## src/rtl/core/wavetable_hermite_oscillator_core_macros.svh

```systemverilog
// assertion helpers shared by the core
`ifndef WAVETABLE_HERMITE_OSCILLATOR_CORE_MACROS_SVH
`define WAVETABLE_HERMITE_OSCILLATOR_CORE_MACROS_SVH

// same-cycle implication
`define WTHO_ASSERT_NOW(name, clk, rstn, ante, cons, msg) \
    name: assert property (@(posedge clk) disable iff (!(rstn)) (ante) |-> (cons)) \
        else $error(msg);

// next-cycle implication
`define WTHO_ASSERT_NEXT(name, clk, rstn, ante, cons, msg) \
    name: assert property (@(posedge clk) disable iff (!(rstn)) (ante) |=> (cons)) \
        else $error(msg);

`endif

```

## src/rtl/core/wtho_pkg.sv

```systemverilog
package wtho_pkg;

    // table geometry and phase format
    localparam int TABLE_LENGTH = 2048;
    localparam int POS_W        = 11;
    localparam int FRAC_W       = 16;
    localparam int PHASE_W      = POS_W + FRAC_W;
    localparam int INC_W        = 26;
    localparam int SEL_W        = 3;
    localparam int WORD_W       = 16;
    localparam int GAIN_W       = 16;

    // interpolation datapath
    localparam int GUARD_W = 16;
    localparam int COEF_W  = 20;
    localparam int ACC_W   = 38;
    localparam int PROD_W  = ACC_W + FRAC_W + 1;
    localparam int GPROD_W = ACC_W + GAIN_W + 1;
    localparam int Y_W     = GPROD_W - 32;
    localparam logic signed [GPROD_W-1:0] ROUND_HALF =
        {{(GPROD_W-32){1'b0}}, 32'h8000_0000};

    localparam logic [GAIN_W-1:0] GAIN_UNITY = 16'h8000;

    // item kinds
    localparam logic [1:0] ACT_SAMPLE = 2'd0;
    localparam logic [1:0] ACT_WRITE  = 2'd1;
    localparam logic [1:0] ACT_STOP   = 2'd2;
    localparam logic [1:0] ACT_START  = 2'd3;

    // register map, word index
    localparam logic [1:0] REG_PHASE_INC = 2'd0;
    localparam logic [1:0] REG_TABLE_SEL = 2'd1;
    localparam logic [1:0] REG_MORPH_SEL = 2'd2;
    localparam logic [1:0] REG_GAIN      = 2'd3;

    typedef struct packed {
        logic [INC_W-1:0]  phase_inc;
        logic [SEL_W-1:0]  table_sel;
        logic [SEL_W-1:0]  morph_sel;
        logic [GAIN_W-1:0] gain;
    } cfg_t;

    typedef struct packed {
        logic shift;
        logic load;
        logic step;
        logic scale;
    } interp_ctrl_t;

endpackage

```

## src/rtl/core/wtho_interp.sv

```systemverilog
module wtho_interp
    import wtho_pkg::*;
(
    input  logic                     aclk,
    input  interp_ctrl_t             ctrl,
    input  logic signed [WORD_W-1:0] rdata,
    input  logic [FRAC_W-1:0]        frac,
    input  logic [GAIN_W-1:0]        gain,
    output logic signed [WORD_W-1:0] sample
);

    // window: [0] s(-1), [1] s(0), [2] s(1), [3] s(2)
    logic signed [WORD_W-1:0]  win_reg [4];
    // remaining horner coefficients, next one at [0]
    logic signed [COEF_W-1:0]  kq_reg [3];
    logic signed [ACC_W-1:0]   a_reg;
    logic signed [Y_W-1:0]     y_reg;

    logic signed [COEF_W-1:0]  sm1, s0, s1, s2;
    logic signed [COEF_W-1:0]  k0, k1, k2, k3;
    logic signed [COEF_W-1:0]  d03;
    logic signed [PROD_W-1:0]  prod;
    logic signed [GPROD_W-1:0] gmul;
    logic signed [GPROD_W-1:0] gsum;

    assign sm1 = COEF_W'(win_reg[0]);
    assign s0  = COEF_W'(win_reg[1]);
    assign s1  = COEF_W'(win_reg[2]);
    assign s2  = COEF_W'(win_reg[3]);

    // doubled hermite coefficients
    assign d03 = s0 - s1;
    assign k0  = s0 <<< 1;
    assign k1  = s1 - sm1;
    assign k2  = (sm1 <<< 1) - ((s0 <<< 2) + s0) + (s1 <<< 2) - s2;
    assign k3  = (s2 - sm1) + (d03 <<< 1) + d03;

    assign prod = a_reg * $signed({1'b0, frac});
    assign gmul = a_reg * $signed({1'b0, gain});
    assign gsum = gmul + ROUND_HALF;

    always_ff @(posedge aclk) begin
        if (ctrl.shift) begin
            win_reg[0] <= win_reg[1];
            win_reg[1] <= win_reg[2];
            win_reg[2] <= win_reg[3];
            win_reg[3] <= rdata;
        end
        if (ctrl.load) begin
            kq_reg[0] <= k2;
            kq_reg[1] <= k1;
            kq_reg[2] <= k0;
            a_reg     <= ACC_W'(k3) <<< GUARD_W;
        end else if (ctrl.step) begin
            kq_reg[0] <= kq_reg[1];
            kq_reg[1] <= kq_reg[2];
            kq_reg[2] <= kq_reg[2];
            a_reg     <= $signed(prod[ACC_W+FRAC_W-1:FRAC_W])
                         + (ACC_W'(kq_reg[0]) <<< GUARD_W);
        end
        if (ctrl.scale) begin
            y_reg <= gsum[GPROD_W-1:32];
        end
    end

    // saturate to 16 bits
    always_comb begin
        if (y_reg > Y_W'(32767)) begin
            sample = 16'sh7fff;
        end else if (y_reg < -Y_W'(32768)) begin
            sample = 16'sh8000;
        end else begin
            sample = y_reg[WORD_W-1:0];
        end
    end

endmodule

```

## config.mk

```make
export PLATFORM = sky130hd
export DESIGN_NAME = wtho_interp
export DESIGN_NICKNAME = d
export VERILOG_FILES = /design/src/rtl/core/wavetable_hermite_oscillator_core_macros.svh /design/src/rtl/core/wtho_pkg.sv /design/src/rtl/core/wtho_interp.sv
export SDC_FILE = /design/constraint.sdc
export NUM_CORES = 2
export LEC_CHECK = 0
export BUFFER_PORTS_ARGS = -buffer_cell sky130_fd_sc_hd__buf_2
export CORE_AREA = 2 2 343 345
export CTS_BUF_LIST = sky130_fd_sc_hd__clkbuf_8
export DETAILED_ROUTE_END_ITERATION = 8
export DIE_AREA = 0 0 345 347
export PLACE_DENSITY = 0.63
export SLEW_MARGIN = 20
export SYNTH_ARGS = -nofsm -noshare
export SYNTH_HDL_FRONTEND = slang
export SYNTH_SLANG_ARGS = --single-unit
export TNS_END_PERCENT = 50
```

## constraint.sdc

```tcl
create_clock -name aclk -period 25 [get_ports aclk]
set_input_delay 2.5 -clock aclk [delete_from_list [all_inputs] [get_ports aclk]]
set_output_delay 2.5 -clock aclk [all_outputs]
set_load 0.02 [all_outputs]
```

==> results.json <==
{
  "status": "complete, no violations",
  "grt_pass1_vias": 38513,
  "placed_cells": 6852,
  "placementRows": 125,
  "yosysSeqAreaShare": 0.100,
  "drt_iter0_drc": 1949,
  "dieArea_sq_um": 120000,
  "overflow": 0,
  "crit_path_end_kind": "flop",
  "rsz0062_at_grt": "false",
  "cpMostUsedCell": "fa_1",
  "die_w_um": 345,
  "wl_per_cell_um": 18.4,
  "nets": 7006,
  "clockRootBuffer": "clkbuf_8",
  "cts_tree": "yes",
  "min_path_cells": 2,
  "period_needed_ns": 11.76,
  "cts_setup_buffers": 0,
  "synth.top_cells.by_count": "inv_1, fa_1, nand2_1, and2_1, ha_1",
  "dr.pass1.iters": 5,
  "post-route-period-util": 0.471,
  "drc": 0,
  "ys.flop_type": "edfxtp_1",
  "synth_top_area_frac": 0.473,
  "fillers": 11135,
  "insertion_delay_ns": 0.60,
  "rrSetupSlack_ns": 14.55,
  "holdPathEnd": "a_reg[6]$_SDFFE_PP0P_",
  "ys_ff_latch": 178,
  "yosysMostFrequentCell": "inv_1",
  "synth.area.top_cells": "fa_1, inv_1, edfxtp_1",
  "grt_max_degree": 65,
  "wl_um": 126000,
  "cts_buffer_depth": 2,
  "clkTransAtPathRegs_ns": 0.14,
  "crit_type": "in -> reg",
  "start_util": 0.448,
  "r2r-start": "a_reg[17]$_DFFE_PP_",
  "synth_edf_count": 162,
  "largest_register_ffs": 64,
  "cp-start-kind": "input pin",
  "vias_per_cell": 5.11,
  "synth-async-reset-ratio": 0,
  "cts_resized": 0,
  "yosysTopAreaCell": "fa_1",
  "area_growth_pct": 3.98,
  "finalNonFillerCells": 6885,
  "cap_violations": 0,
  "reg2reg_depth": 33,
  "postRouteAntennaNets": 0,
  "hold_class": "reg -> reg",
  "tightestPinTransition_ns": 1.16,
  "synthCells": 5469,
  "cts_hold_buf": 0,
  "port_buffers": 68,
  "slew_headroom": 0.229,
  "die_h_um": 347,
  "vias": 35184,
  "syn_area_sq_um": 51800,
  "yosysWarnings": 0,
  "r2r_end": "a_reg[30]$_DFFE_PP_",
  "htreeDepth": 4,
  "hold_start": "a_reg[6]$_SDFFE_PP0P_",
  "antenna_found_initial": 5,
  "hold_viol": 0,
  "worstPathMaxFanout": 38,
  "fmax_ghz": 0.0850,
  "grt_pass1_wl_um": 210000,
  "arrival_ns": 12.09,
  "slowest_delay_ns": 0.76,
  "setup_violations": 0,
  "place_congestion": 0.871,
  "required_ns": 25.32,
  "dp_hpwl_um": 95000,
  "fp.coreArea_sq_um": 116000,
  "finalMaxSlewViolations": 0,
  "cts_buffers": 17,
  "track_usage": 0.223,
  "crit_buf_inv": 4,
  "skew_ns": 0.0416,
  "critPathTopFamily": "compound AO/OA/AOI/OAI gates",
  "numClockSinks": 178,
  "synth_nets": 7128,
  "synth_cell_types": 74,
  "slowest_stage": "buf_2",
  "io_pins": 69,
  "totalNegativeSetupSlack_ns": 0,
  "avgSynthCellArea_sq_um": 9.47,
  "drive_gt1_frac": 0.0358
}
layout make-up:
type / count / area (sq um) / share of cell area
diodes: 2 / 5.00 / 0.0000929
clock inverters: 14 / 145 / 0.00269
inverters: 1357 / 5090 / 0.0945
flip-flops and latches: 178 / 5190 / 0.0963
multi-input cells: 3673 / 40600 / 0.753
repair buffers: 120 / 731 / 0.0136
well taps: 1524 / 1910 / 0.0354
clock buffers: 17 / 234 / 0.00434
worst max path at each step:
stage / cells past startpoint / slack (ns) / start / to
final: 33 / 13.24 / frac[8] / a_reg[30]$_DFFE_PP_
after global routing: 33 / 12.81 / frac[2] / a_reg[36]$_DFFE_PP_
after CTS: 33 / 13.39 / frac[8] / a_reg[30]$_DFFE_PP_
after detailed placement: 33 / 12.75 / frac[8] / a_reg[30]$_DFFE_PP_
after global placement: 33 / 12.83 / frac[8] / a_reg[30]$_DFFE_PP_
after floorplan: 34 / 14.22 / frac[2] / a_reg[36]$_DFFE_PP_
cell families (layout without fill, tap and decap cells):
group / Yosys count / after routing / synth area share
buf+inv: 1618 / 1508 / 0.117
fa+ha+maj: 1606 / 1606 / 0.565
simple gates: 1540 / 1540 / 0.144
compound gates: 382 / 382 / 0.0489
flops: 178 / 178 / 0.100
xor+xnor: 140 / 140 / 0.0237
mux: 5 / 5 / 0.000966
other cells: 0 / 2 / 0
through the flow:
step | setup slack (ns) | hold slack [ns] | cell area, sq um | utilization
2_1_floorplan | 14.22 | 0.457 | 51800 | -
3_3_place_gp | 12.83 | 0.441 | 53500 | 0.462
3_5_place_dp | 12.75 | 0.456 | 53500 | 0.462
4_1_cts | 13.39 | 0.487 | 53900 | 0.465
5_1_grt | 12.81 | 0.522 | 53900 | 0.466
6_report | 13.24 | 0.481 | 53900 | 0.466
worst min-delay path, cell delays in order, from the launching register on:
cell and delay (ns):
dfxtp_1 0.34, nand2_1 0.04, o21ai_0 0.07
layer usage:
layer,vias up,track usage,wire length (um)
met3,192,0.0282,6060
met1,18315,0.293,54000
li1,15812,-,-
met4,4,0.0627,3230
met2,861,0.389,63100
met5,-,0,23
cell usage in the layout (no fill, tap or decap), types with 68 or more instances in the layout:
| cell | count |
|---|---|
| nor2_1 | 87 |
| a21oi_1 | 93 |
| inv_1 | 1356 |
| fa_1 | 1225 |
| nand2_1 | 778 |
| xnor2_1 | 88 |
| o21ai_0 | 75 |
| edfxtp_1 | 162 |
| ha_1 | 381 |
| and2_1 | 536 |
| buf_2 | 68 |
Power is not shown: default switching activity piles up to over one toggle a cycle in this logic, so the estimate is an artifact.
