[config.mk]
export PLATFORM = sky130hd
export DESIGN_NAME = wtho_regs
export DESIGN_NICKNAME = d
export VERILOG_FILES = /design/src/rtl/core/wavetable_hermite_oscillator_core_macros.svh /design/src/rtl/core/wtho_pkg.sv /design/src/rtl/core/wtho_regs.sv
export SDC_FILE = /design/constraint.sdc
export NUM_CORES = 1
export LEC_CHECK = 0
export BUFFER_PORTS_ARGS = -buffer_cell sky130_fd_sc_hd__buf_4
export CAP_MARGIN = 15
export CORE_MARGIN = 3
export CORE_UTILIZATION = 40
export CTS_CLUSTER_DIAMETER = 100
export DETAILED_ROUTE_END_ITERATION = 8
export PLACE_DENSITY_LB_ADDON = 0.15
export SYNTH_ARGS = -nofsm -noshare
export SYNTH_HDL_FRONTEND = slang
export SYNTH_SLANG_ARGS = --single-unit
[constraint.sdc]
create_clock -name aclk -period 2.1 [get_ports aclk]
set_clock_uncertainty 0.15 [all_clocks]
set_input_delay 0.42 -clock aclk [delete_from_list [all_inputs] [get_ports aclk]]
set_output_delay 0.42 -clock aclk [all_outputs]
set_load 0.005 [all_outputs]
[src/rtl/core/wavetable_hermite_oscillator_core_macros.svh]
// assertion helpers shared by the core
`ifndef WAVETABLE_HERMITE_OSCILLATOR_CORE_MACROS_SVH
`define WAVETABLE_HERMITE_OSCILLATOR_CORE_MACROS_SVH

// same-cycle implication
`define WTHO_ASSERT_NOW(name, clk, rstn, ante, cons, msg) \
    name: assert property (@(posedge clk) disable iff (!(rstn)) (ante) |-> (cons)) \
        else $error(msg);

// next-cycle implication
`define WTHO_ASSERT_NEXT(name, clk, rstn, ante, cons, msg) \
    name: assert property (@(posedge clk) disable iff (!(rstn)) (ante) |=> (cons)) \
        else $error(msg);

`endif

[src/rtl/core/wtho_pkg.sv]
package wtho_pkg;

    // table geometry and phase format
    localparam int TABLE_LENGTH = 2048;
    localparam int POS_W        = 11;
    localparam int FRAC_W       = 16;
    localparam int PHASE_W      = POS_W + FRAC_W;
    localparam int INC_W        = 26;
    localparam int SEL_W        = 3;
    localparam int WORD_W       = 16;
    localparam int GAIN_W       = 16;

    // interpolation datapath
    localparam int GUARD_W = 16;
    localparam int COEF_W  = 20;
    localparam int ACC_W   = 38;
    localparam int PROD_W  = ACC_W + FRAC_W + 1;
    localparam int GPROD_W = ACC_W + GAIN_W + 1;
    localparam int Y_W     = GPROD_W - 32;
    localparam logic signed [GPROD_W-1:0] ROUND_HALF =
        {{(GPROD_W-32){1'b0}}, 32'h8000_0000};

    localparam logic [GAIN_W-1:0] GAIN_UNITY = 16'h8000;

    // item kinds
    localparam logic [1:0] ACT_SAMPLE = 2'd0;
    localparam logic [1:0] ACT_WRITE  = 2'd1;
    localparam logic [1:0] ACT_STOP   = 2'd2;
    localparam logic [1:0] ACT_START  = 2'd3;

    // register map, word index
    localparam logic [1:0] REG_PHASE_INC = 2'd0;
    localparam logic [1:0] REG_TABLE_SEL = 2'd1;
    localparam logic [1:0] REG_MORPH_SEL = 2'd2;
    localparam logic [1:0] REG_GAIN      = 2'd3;

    typedef struct packed {
        logic [INC_W-1:0]  phase_inc;
        logic [SEL_W-1:0]  table_sel;
        logic [SEL_W-1:0]  morph_sel;
        logic [GAIN_W-1:0] gain;
    } cfg_t;

    typedef struct packed {
        logic shift;
        logic load;
        logic step;
        logic scale;
    } interp_ctrl_t;

endpackage

[src/rtl/core/wtho_regs.sv]
module wtho_regs
    import wtho_pkg::*;
#(
    parameter int MORPH_SLOTS = 8
)
(
    input  logic        aclk,
    input  logic        aresetn,
    input  logic        psel,
    input  logic        penable,
    input  logic        pwrite,
    input  logic [3:0]  paddr,
    input  logic [31:0] pwdata,
    output logic [31:0] prdata,
    output cfg_t        cfg
);

    cfg_t            cfg_reg;
    cfg_t            cfg_next;
    logic            wr_en;
    logic [SEL_W-1:0] morph_wr;

    assign wr_en = psel && penable && pwrite;

    // saturate morph slot at the last one
    always_comb begin
        if ({4'b0, pwdata[SEL_W-1:0]} > 7'(MORPH_SLOTS - 1)) begin
            morph_wr = SEL_W'(MORPH_SLOTS - 1);
        end else begin
            morph_wr = pwdata[SEL_W-1:0];
        end
    end

    always_comb begin
        cfg_next = cfg_reg;
        if (wr_en) begin
            case (paddr[3:2])
                REG_PHASE_INC: cfg_next.phase_inc = pwdata[INC_W-1:0];
                REG_TABLE_SEL: cfg_next.table_sel = pwdata[SEL_W-1:0];
                REG_MORPH_SEL: cfg_next.morph_sel = morph_wr;
                REG_GAIN:      cfg_next.gain      = pwdata[GAIN_W-1:0];
                default:       cfg_next = cfg_reg;
            endcase
        end
    end

    always_ff @(posedge aclk) begin
        if (!aresetn) begin
            cfg_reg.phase_inc <= '0;
            cfg_reg.table_sel <= '0;
            cfg_reg.morph_sel <= '0;
            cfg_reg.gain      <= GAIN_UNITY;
        end else begin
            cfg_reg <= cfg_next;
        end
    end

    always_comb begin
        case (paddr[3:2])
            REG_PHASE_INC: prdata = 32'(cfg_reg.phase_inc);
            REG_TABLE_SEL: prdata = 32'(cfg_reg.table_sel);
            REG_MORPH_SEL: prdata = 32'(cfg_reg.morph_sel);
            REG_GAIN:      prdata = 32'(cfg_reg.gain);
            default:       prdata = '0;
        endcase
    end

    assign cfg = cfg_reg;

endmodule

==> run summary, run 1 <==
Largest net degree at the start of global routing -> 36
Multi-input logic area -> 0.00112 mm2
Port bufs -> 106
Met3 WL post-DR -> 427 um
Status -> completed
ANT nets after route -> 0
FF-to-FF setup slack -> 1.28 ns
CORE AREA -> 0.00527 mm2
Starting Density -> 42.4%
Post-cts repair resize count -> 0
Post-Route Setup TNS -> 0 ns
FF/Latch Area -> 961 um2
Crit path launch type -> primary input
DP HPWL -> 4120 um
Post-CTS Setup Inserts -> 0
Synth area leaders -> dfxtp_1 43%, mux2i_1 21%, nand2_1 12%
Critical Path Source -> paddr[3]
GPL Wtd Cong -> 0.757
Dpl cells -> 397
DR vias/cell -> 4.72
TritonCTS Buffers -> 5
Crit path max-delay family -> buffers and inverters
Unrepaired setup endpoints after global routing -> no
Crit-path slowest cell -> buf_4
Share of layout cells above drive strength 1 -> 39.7%
CP Capture Point -> prdata[6]
Worst EP arrival -> 1.36 ns
Via Count -> 1911
Final Max Slew Viols -> 0
Die width -> 80.8 um
Period minus WS final -> 1.93 ns
Final non-filler cell total -> 405
Synth Instances -> 229
Total track usage -> 16.5%
Skew-Pair Late Insertion Delay -> 0.29 ns
CP Buf/Inv Count -> 4
# setup viols final -> 0
Worst reg2reg path depth -> 2
F_max -> 0.519 GHz
Final period util -> 91.8%
Max layer used -> met4
Area growth, synth to finish -> 40.7%
Worst hold path type -> primary input to register
Yosys reg bits -> 48
Initial antenna violation count -> 0
Met2 wire len -> 2690 um
Sinks on Clock Net -> 48
DR iter-0 viols -> 56
Clock Tree Buf Depth -> 2
Met1 Routed Length -> 2250 um
# Max-Cap Violations -> 0
CP cell instances -> buf_4 > buf_4 > nor2_2 > buf_4 > a22o_1 > buf_4
Crit. End Element -> output port
Pwr Density -> 532 mW/mm2
Critical path depth -> 6
Mapped Area -> 0.00224 mm2
CTS H-Tree Depth -> 2
Data required, critical path -> 1.53 ns
Final Hold Viols -> 0
# IOs -> 121
Synthesized area per cell -> 9.76 um2
Sequential area share after synthesis -> 43.0%
Synth warn -> 0
Share of the synthesized area in the top cell type -> 43.0%
FP Rows -> 26
Most used cell, CP -> buf_4
Pre-antenna DRT Iters -> 4
Final Routed Wirelength -> 5420 um
Reg-to-Reg Start -> cfg[15]
Clock Tree Root -> clkbuf_8
Vert. Die Dim -> 80.8 um
Final nets -> 375
Max VDD drop -> 0.310 mV
R2R Path End -> cfg[15]
CP Max Fanout -> 19
Die Footprint -> 0.00652 mm2
Wire per inst -> 13.4 um
Yosys cell types -> 21
Yosys top cell by area -> dfxtp_1
CTS tree -> yes
Filler cell count -> 496
Core Util, Final -> 59.7%
CP Class -> primary input to output port
Vias in the first global route -> 1753
Clock slew at reported path FFs -> 0.08 ns
Grt ovf -> 0
Drt drc -> 0
Ant. Diodes -> 0
CTS Hold Bufs -> 0
CP peak stage delay -> 0.25 ns
Total leakage power -> 1.38 nW
First-pass GRT wire length -> 8230 um
Largest register FFs -> 48
[tightest hold or removal path, delay by kind of cell]
family	cells	cell delay (ns)
multiplexers	1	0.06
AND/OR/NAND/NOR	1	0.04
buffers and inverters	1	0.11
[metrics by stage]
step	setup WS [ns]	area [um2]	power, mW	hold slack [ns]
floorplan	0.402	2250	1.05	0.310
global placement	0.0433	3050	1.13	0.305
detailed placement	0.0424	3050	1.14	0.315
CTS	0.0437	3140	1.69	0.218
global route	0.0991	3150	1.75	0.203
finish	0.172	3150	1.67	0.224
[worst min path at each step]
stage,from,end,slack (ns),cells past startpoint
CTS,pwdata[18],cfg[40],0.22,3
floorplan,cfg[38],cfg[38],0.31,2
detailed placement,cfg[23],cfg[23],0.32,2
finish,pwdata[19],cfg[41],0.22,3
global route,pwdata[18],cfg[40],0.20,3
global placement,cfg[45],cfg[45],0.30,2
[report_power, final]
group | switching [mW] | total [mW] | internal (mW)
combinational | 0.0884 | 0.182 | 0.0939
sequential | 0.00914 | 0.930 | 0.921
clock | 0.291 | 0.559 | 0.269
[Yosys cell counts (all sizes together)]
cell,number
dfxtp,48
clkbuf,3
and2,11
inv,1
buf,20
o21ai,1
conb,1
mux4,3
nor2,2
o311ai,1
nand2,74
nor3,1
mux2i,47
nand3,1
nor3b,2
a22o,13
[cell families after synthesis]
| group | after synthesis | share of synthesized area [%] |
|---|---|---|
| simple gates | 91 | 19.0 |
| mux | 50 | 24.1 |
| flops | 48 | 43.0 |
| buf+inv | 24 | 8.11 |
| compound gates | 15 | 5.71 |
| other cells | 1 | 0.168 |
[cell type report]
| type | count | share of cell area, % |
|---|---|---|
| Clock buffer | 8 | 2.86 |
| Inverter | 1 | 0.119 |
| Multi-Input combinational cell | 162 | 35.6 |
| Sequential cell | 48 | 30.5 |
| Tap cell | 70 | 2.78 |
| Timing Repair Buffer | 116 | 28.1 |
[per-layer routing]
metal	global-route usage, %	vias to the layer above
met1	19.6	876
met4	4.73	0
met5	0	-
li1	-	967
met3	5.99	5
met2	27.9	63
[layout by cell type, fill, tap and decap left out, drive strengths merged]
cell type  Yosys  final
nor3b          2      2
a22o          13     13
o311ai         1      1
conb           1      6
mux4           3      3
nor3           1      1
clkbuf         3      8
and2          11     11
mux2i         47     47
nand3          1      1
buf           20    116
dfxtp         48     48
nor2           2      2
o21ai          1      1
nand2         74     74
inv            1      1
(Power assumes the default switching activity.)
==> inputs of run 2 (changes only) <==
PLACE_DENSITY = 0.73   (was unset)
PLACE_DENSITY_LB_ADDON = unset   (was 0.15)
TNS_END_PERCENT = 5   (was unset)
==> run 2 against run 1 <==
  * Global-route usage grew 0.22 points
  * Non-clock buffer count is the same
  * Maximum frequency shrank 5.0%
  * Routed wire length shrank 0.70%
  * Largest cell class unchanged
==> run summary, run 2 (synthesized netlist as in run 1, its figures left out) <==
Status -> completed
Die Footprint -> 0.00652 mm2
ANT nets after route -> 0
Met3 WL post-DR -> 340 um
Total leakage power -> 1.38 nW
CORE AREA -> 0.00527 mm2
Clock Tree Buf Depth -> 2
Final Hold Viols -> 0
Hold path cells -> 3
Sinks on Clock Net -> 48
Final period util -> 96.7%
Met2 wire len -> 2720 um
FF-to-FF setup slack -> 1.28 ns
Crit-path slowest cell -> and2_1
CP Max Fanout -> 13
F_max -> 0.493 GHz
Crit path max-delay family -> simple AND/OR/NAND/NOR gates
FP Rows -> 26
Port bufs -> 106
Switching power total -> 0.388 mW
# IOs -> 121
First-pass GRT wire length -> 8570 um
Max VDD drop -> 0.302 mV
Share of layout cells above drive strength 1 -> 39.8%
Clock Tree Root -> clkbuf_8
CP Buf/Inv Count -> 2
Skew-Pair Late Insertion Delay -> 0.29 ns
Pin slew with the least headroom to its limit -> 0.567 ns
TritonCTS Buffers -> 5
Grt ovf -> 0
Most used cell, CP -> buf_4
Via Count -> 1892
DP HPWL -> 4080 um
# setup viols final -> 0
CP cell instances -> buf_4 > and2_1 > a22o_1 > buf_4
Crit. End Element -> output port
Post-cts repair resize count -> 0
Clock slew at reported path FFs -> 0.09 ns
R2R Path End -> cfg[15]
CTS Hold Bufs -> 0
Hold Path Sink -> cfg[41]
Pint -> 1.28 mW
Vert. Die Dim -> 80.8 um
Largest net degree at the start of global routing -> 47
Post-Route Setup TNS -> 0 ns
CTS tree -> yes
DR vias/cell -> 4.68
Final nets -> 375
Flop pwr share -> 55.9%
Crit path launch type -> primary input
Starting Density -> 42.4%
DR iter-0 viols -> 90
Comb power frac -> 11.0%
Rel. slew slack -> 62.2%
GPL Wtd Cong -> 0.799
Reg-to-Reg Start -> cfg[15]
Ant. Diodes -> 0
CP peak stage delay -> 0.50 ns
Initial antenna violation count -> 0
Multi-input logic area -> 0.00112 mm2
Pwr Density -> 530 mW/mm2
Pre-antenna DRT Iters -> 4
Vias in the first global route -> 1763
# Max-Cap Violations -> 0
Unrepaired setup endpoints after global routing -> no
Data required, critical path -> 1.53 ns
Sw frac -> 23.3%
Met1 Routed Length -> 2270 um
Wire per inst -> 13.3 um
CP Class -> primary input to output port
Final Routed Wirelength -> 5380 um
Worst reg2reg path depth -> 2
Drt drc -> 0
Period minus WS final -> 2.03 ns
Largest register FFs -> 48
Most frequent cells in the layout -> 115 x buf_4, 73 x nand2_1, 48 x dfxtp_1
Clock share of power -> 33.1%
Total track usage -> 16.7%
FF/Latch Area -> 961 um2
CTS H-Tree Depth -> 2
Hold Startpoint -> pwdata[19]
Final Max Slew Viols -> 0
Worst hold path type -> primary input to register
Post-CTS Setup Inserts -> 0
Post-Place Setup Slack -> 0.0735 ns
Setup WS post-layout -> 0.0703 ns
Max layer used -> met4
Total chip power -> 1.67 mW
Area growth, synth to finish -> 40.7%
Commonest non-fill, non-tap cell in the layout -> buf_4
Worst EP arrival -> 1.46 ns
Filler cell count -> 476
Die width -> 80.8 um
-- run 2: changes by cell type in the layout (fill, tap and decap cells not counted), sizes merged --
cell | before | now
clkinv | 0 | 1
clkbuf | 8 | 6
-- run 2: power groups by stage --
stage	sequential [mW]	clock (mW)	combinational [mW]
2_1_floorplan	0.952	0	0.101
3_3_place_gp	0.951	0	0.183
3_5_place_dp	0.952	0	0.185
4_1_cts	0.930	0.578	0.186
5_1_grt	0.933	0.619	0.202
6_report	0.930	0.552	0.184
-- run 2: final cells by class --
class	count	share of cell area (%)
Sequential cell	48	30.5
Clock buffer	6	2.63
Clock inverter	1	0.278
Timing Repair Buffer	116	28.1
Tap cell	70	2.78
Multi-Input combinational cell	162	35.6
Inverter	1	0.119
-- run 2: through the flow --
stage	cell area (um2)	std cells	util [%]	hold slack, ns
finish	3150	404	59.7	0.228
global route	3150	404	59.7	0.211
CTS	3150	404	59.7	0.214
detailed placement	3050	397	58.0	0.312
global placement	3050	397	58.0	0.303
floorplan	2250	234	-	0.310
-- run 2: layer usage --
metal / vias to the layer above / track usage, %
li1: 962 / -
met1: 866 / 20.5
met2: 60 / 28.6
met3: 4 / 3.77
met4: 0 / 5.91
met5: - / 0
-- run 2: worst register-to-register path: stages (launching register included) --
cell      delay, ns
dfxtp_1        0.32
o21ai_0        0.06
o311ai_0       0.14
-- run 2: worst max-delay path by stage --
stage	startpoint	endpoint	slack, ns	depth (start not counted)
after floorplan	paddr[2]	prdata[10]	0.40	4
after global placement	paddr[2]	prdata[14]	0.09	4
after detailed placement	paddr[2]	prdata[14]	0.07	4
after CTS	paddr[2]	prdata[14]	0.07	4
after global routing	paddr[2]	prdata[14]	0.006	4
final	paddr[2]	prdata[14]	0.07	4
==> inputs of run 3 (changes only) <==
BUFFER_PORTS_ARGS = unset   (was -buffer_cell sky130_fd_sc_hd__buf_4)
DONT_BUFFER_PORTS = 1   (was unset)
PLACE_DENSITY = unset   (was 0.73)
==> run 3 against run 2 <==
  * Hold slack lost 0.15 ns
  * Worst setup slack gained 0.31 ns
  * Global-route usage is 2.1 points lower
  * Highest routed layer unchanged
==> run summary, run 3 (synthesized netlist as in run 1, its figures left out) <==
Post-Route Setup TNS -> 0 ns
Commonest non-fill, non-tap cell in the layout -> nand2_1
Period minus WS final -> 1.72 ns
Final non-filler cell total -> 293
Critical Path Source -> cfg[0]
Dpl cells -> 285
Total track usage -> 14.6%
Filler cell count -> 508
Largest register FFs -> 48
Port bufs -> 0
Data required, critical path -> 1.53 ns
Total leakage power -> 0.799 nW
# IOs -> 121
CP Class -> register to output port
DR vias/cell -> 5.15
Die Footprint -> 0.00652 mm2
Clock Tree Root -> clkbuf_8
Final nets -> 263
Status -> completed
Crit path max-delay family -> multiplexers
CP peak stage delay -> 0.49 ns
Crit path launch type -> register
Crit. End Element -> output port
Most frequent cells in the layout -> 73 x nand2_1, 48 x dfxtp_1, 47 x mux2i_1
CTS Hold Bufs -> 0
Area growth, synth to finish -> 3.58%
CP Buf/Inv Count -> 0
DP HPWL -> 3280 um
ANT nets after route -> 0
Grt ovf -> 0
Ant. Diodes -> 0
Final Routed Wirelength -> 4790 um
Vert. Die Dim -> 80.8 um
Post-CTS Setup Inserts -> 0
Hold Startpoint -> aresetn
First-pass GRT wire length -> 7220 um
Final Hold Viols -> 0
Final Max Slew Viols -> 0
Final period util -> 81.7%
Worst hold path type -> primary input to register
Vias in the first global route -> 1480
Sinks on Clock Net -> 48
Max VDD drop -> 0.356 mV
Unrepaired setup endpoints after global routing -> no
Skew-Pair Late Insertion Delay -> 0.30 ns
Clock slew at reported path FFs -> 0.10 ns
FP Rows -> 26
CTS tree -> yes
CORE AREA -> 0.00527 mm2
Initial antenna violation count -> 0
Clock Tree Buf Depth -> 2
Starting Density -> 42.4%
# Max-Cap Violations -> 0
Pre-antenna DRT Iters -> 4
GPL Wtd Cong -> 0.684
Via Count -> 1510
Worst EP arrival -> 1.15 ns
Wire per inst -> 16.3 um
Post-cts repair resize count -> 0
Rel. slew slack -> 64.3%
F_max -> 0.583 GHz
DR iter-0 viols -> 53
Largest net degree at the start of global routing -> 75
Share of layout cells above drive strength 1 -> 9.87%
Drt drc -> 0
Pwr Density -> 733 mW/mm2
CP cell instances -> mux4_2
CP Max Fanout -> 3
CTS H-Tree Depth -> 2
Crit-path slowest cell -> mux4_2
TritonCTS Buffers -> 5
Pin slew with the least headroom to its limit -> 0.536 ns
# setup viols final -> 0
Reg-to-Reg Start -> cfg[36]
Die width -> 80.8 um
-- run 3: path summary, 6_finish.rpt --
check | to | slack [ns] | cells after the start
max reg2reg | cfg[36] | 1.26 | 2
min reg2reg | cfg[40] | 0.34 | 2
max | prdata[0] | 0.38 | 1
min | cfg[15] | 0.08 | 1
-- run 3: area by class of cell --
type / instances / area, um2 / share of cell area [%]
Multi-Input combinational cell: 162 / 1120 / 48.3
Sequential cell: 48 / 961 / 41.5
Tap cell: 70 / 87.6 / 3.78
Clock buffer: 5 / 68.8 / 2.97
Clock inverter: 3 / 46.3 / 2.00
Timing Repair Buffer: 4 / 30.0 / 1.30
Inverter: 1 / 3.75 / 0.162
-- run 3: worst register-to-register path: cells and delay by family, from the launching register on --
| family | cells | cell delay, ns |
|---|---|---|
| flops | 1 | 0.44 |
| mux | 1 | 0.12 |
| simple gates | 1 | 0.07 |
-- run 3: per-layer routing --
metal / vias to the layer above / routed length (um) / part of all wire (%) / global-route usage, %
met1: 695 / 2050 / 43 / 17.4
met3: 4 / 497 / 10 / 7.43
met5: - / 0 / 0 / 0
met2: 67 / 2200 / 46 / 23.1
met4: 0 / 41 / 0.86 / 4.05
li1: 744 / - / - / -
-- run 3: stage by stage --
step                      worst slack, ns  util [%]  power, mW  hold slack [ns]  instance area [um2]
after floorplan                     0.402         -       1.05            0.310                 2250
after global placement              0.389      41.8       1.03            0.323                 2200
after detailed placement            0.378      41.8       1.03            0.332                 2200
after CTS                           0.370      43.9       1.72           0.0660                 2320
after global routing                0.338      43.9       1.77           0.0741                 2320
final                               0.384      43.9       1.70           0.0824                 2320
-- run 3: power breakdown --
| part | switching, mW | internal, mW | total, mW |
|---|---|---|---|
| sequential | 0.0117 | 0.922 | 0.933 |
| combinational | 0.0431 | 0.0310 | 0.0742 |
| clock | 0.330 | 0.359 | 0.689 |
| total | 0.385 | 1.31 | 1.70 |
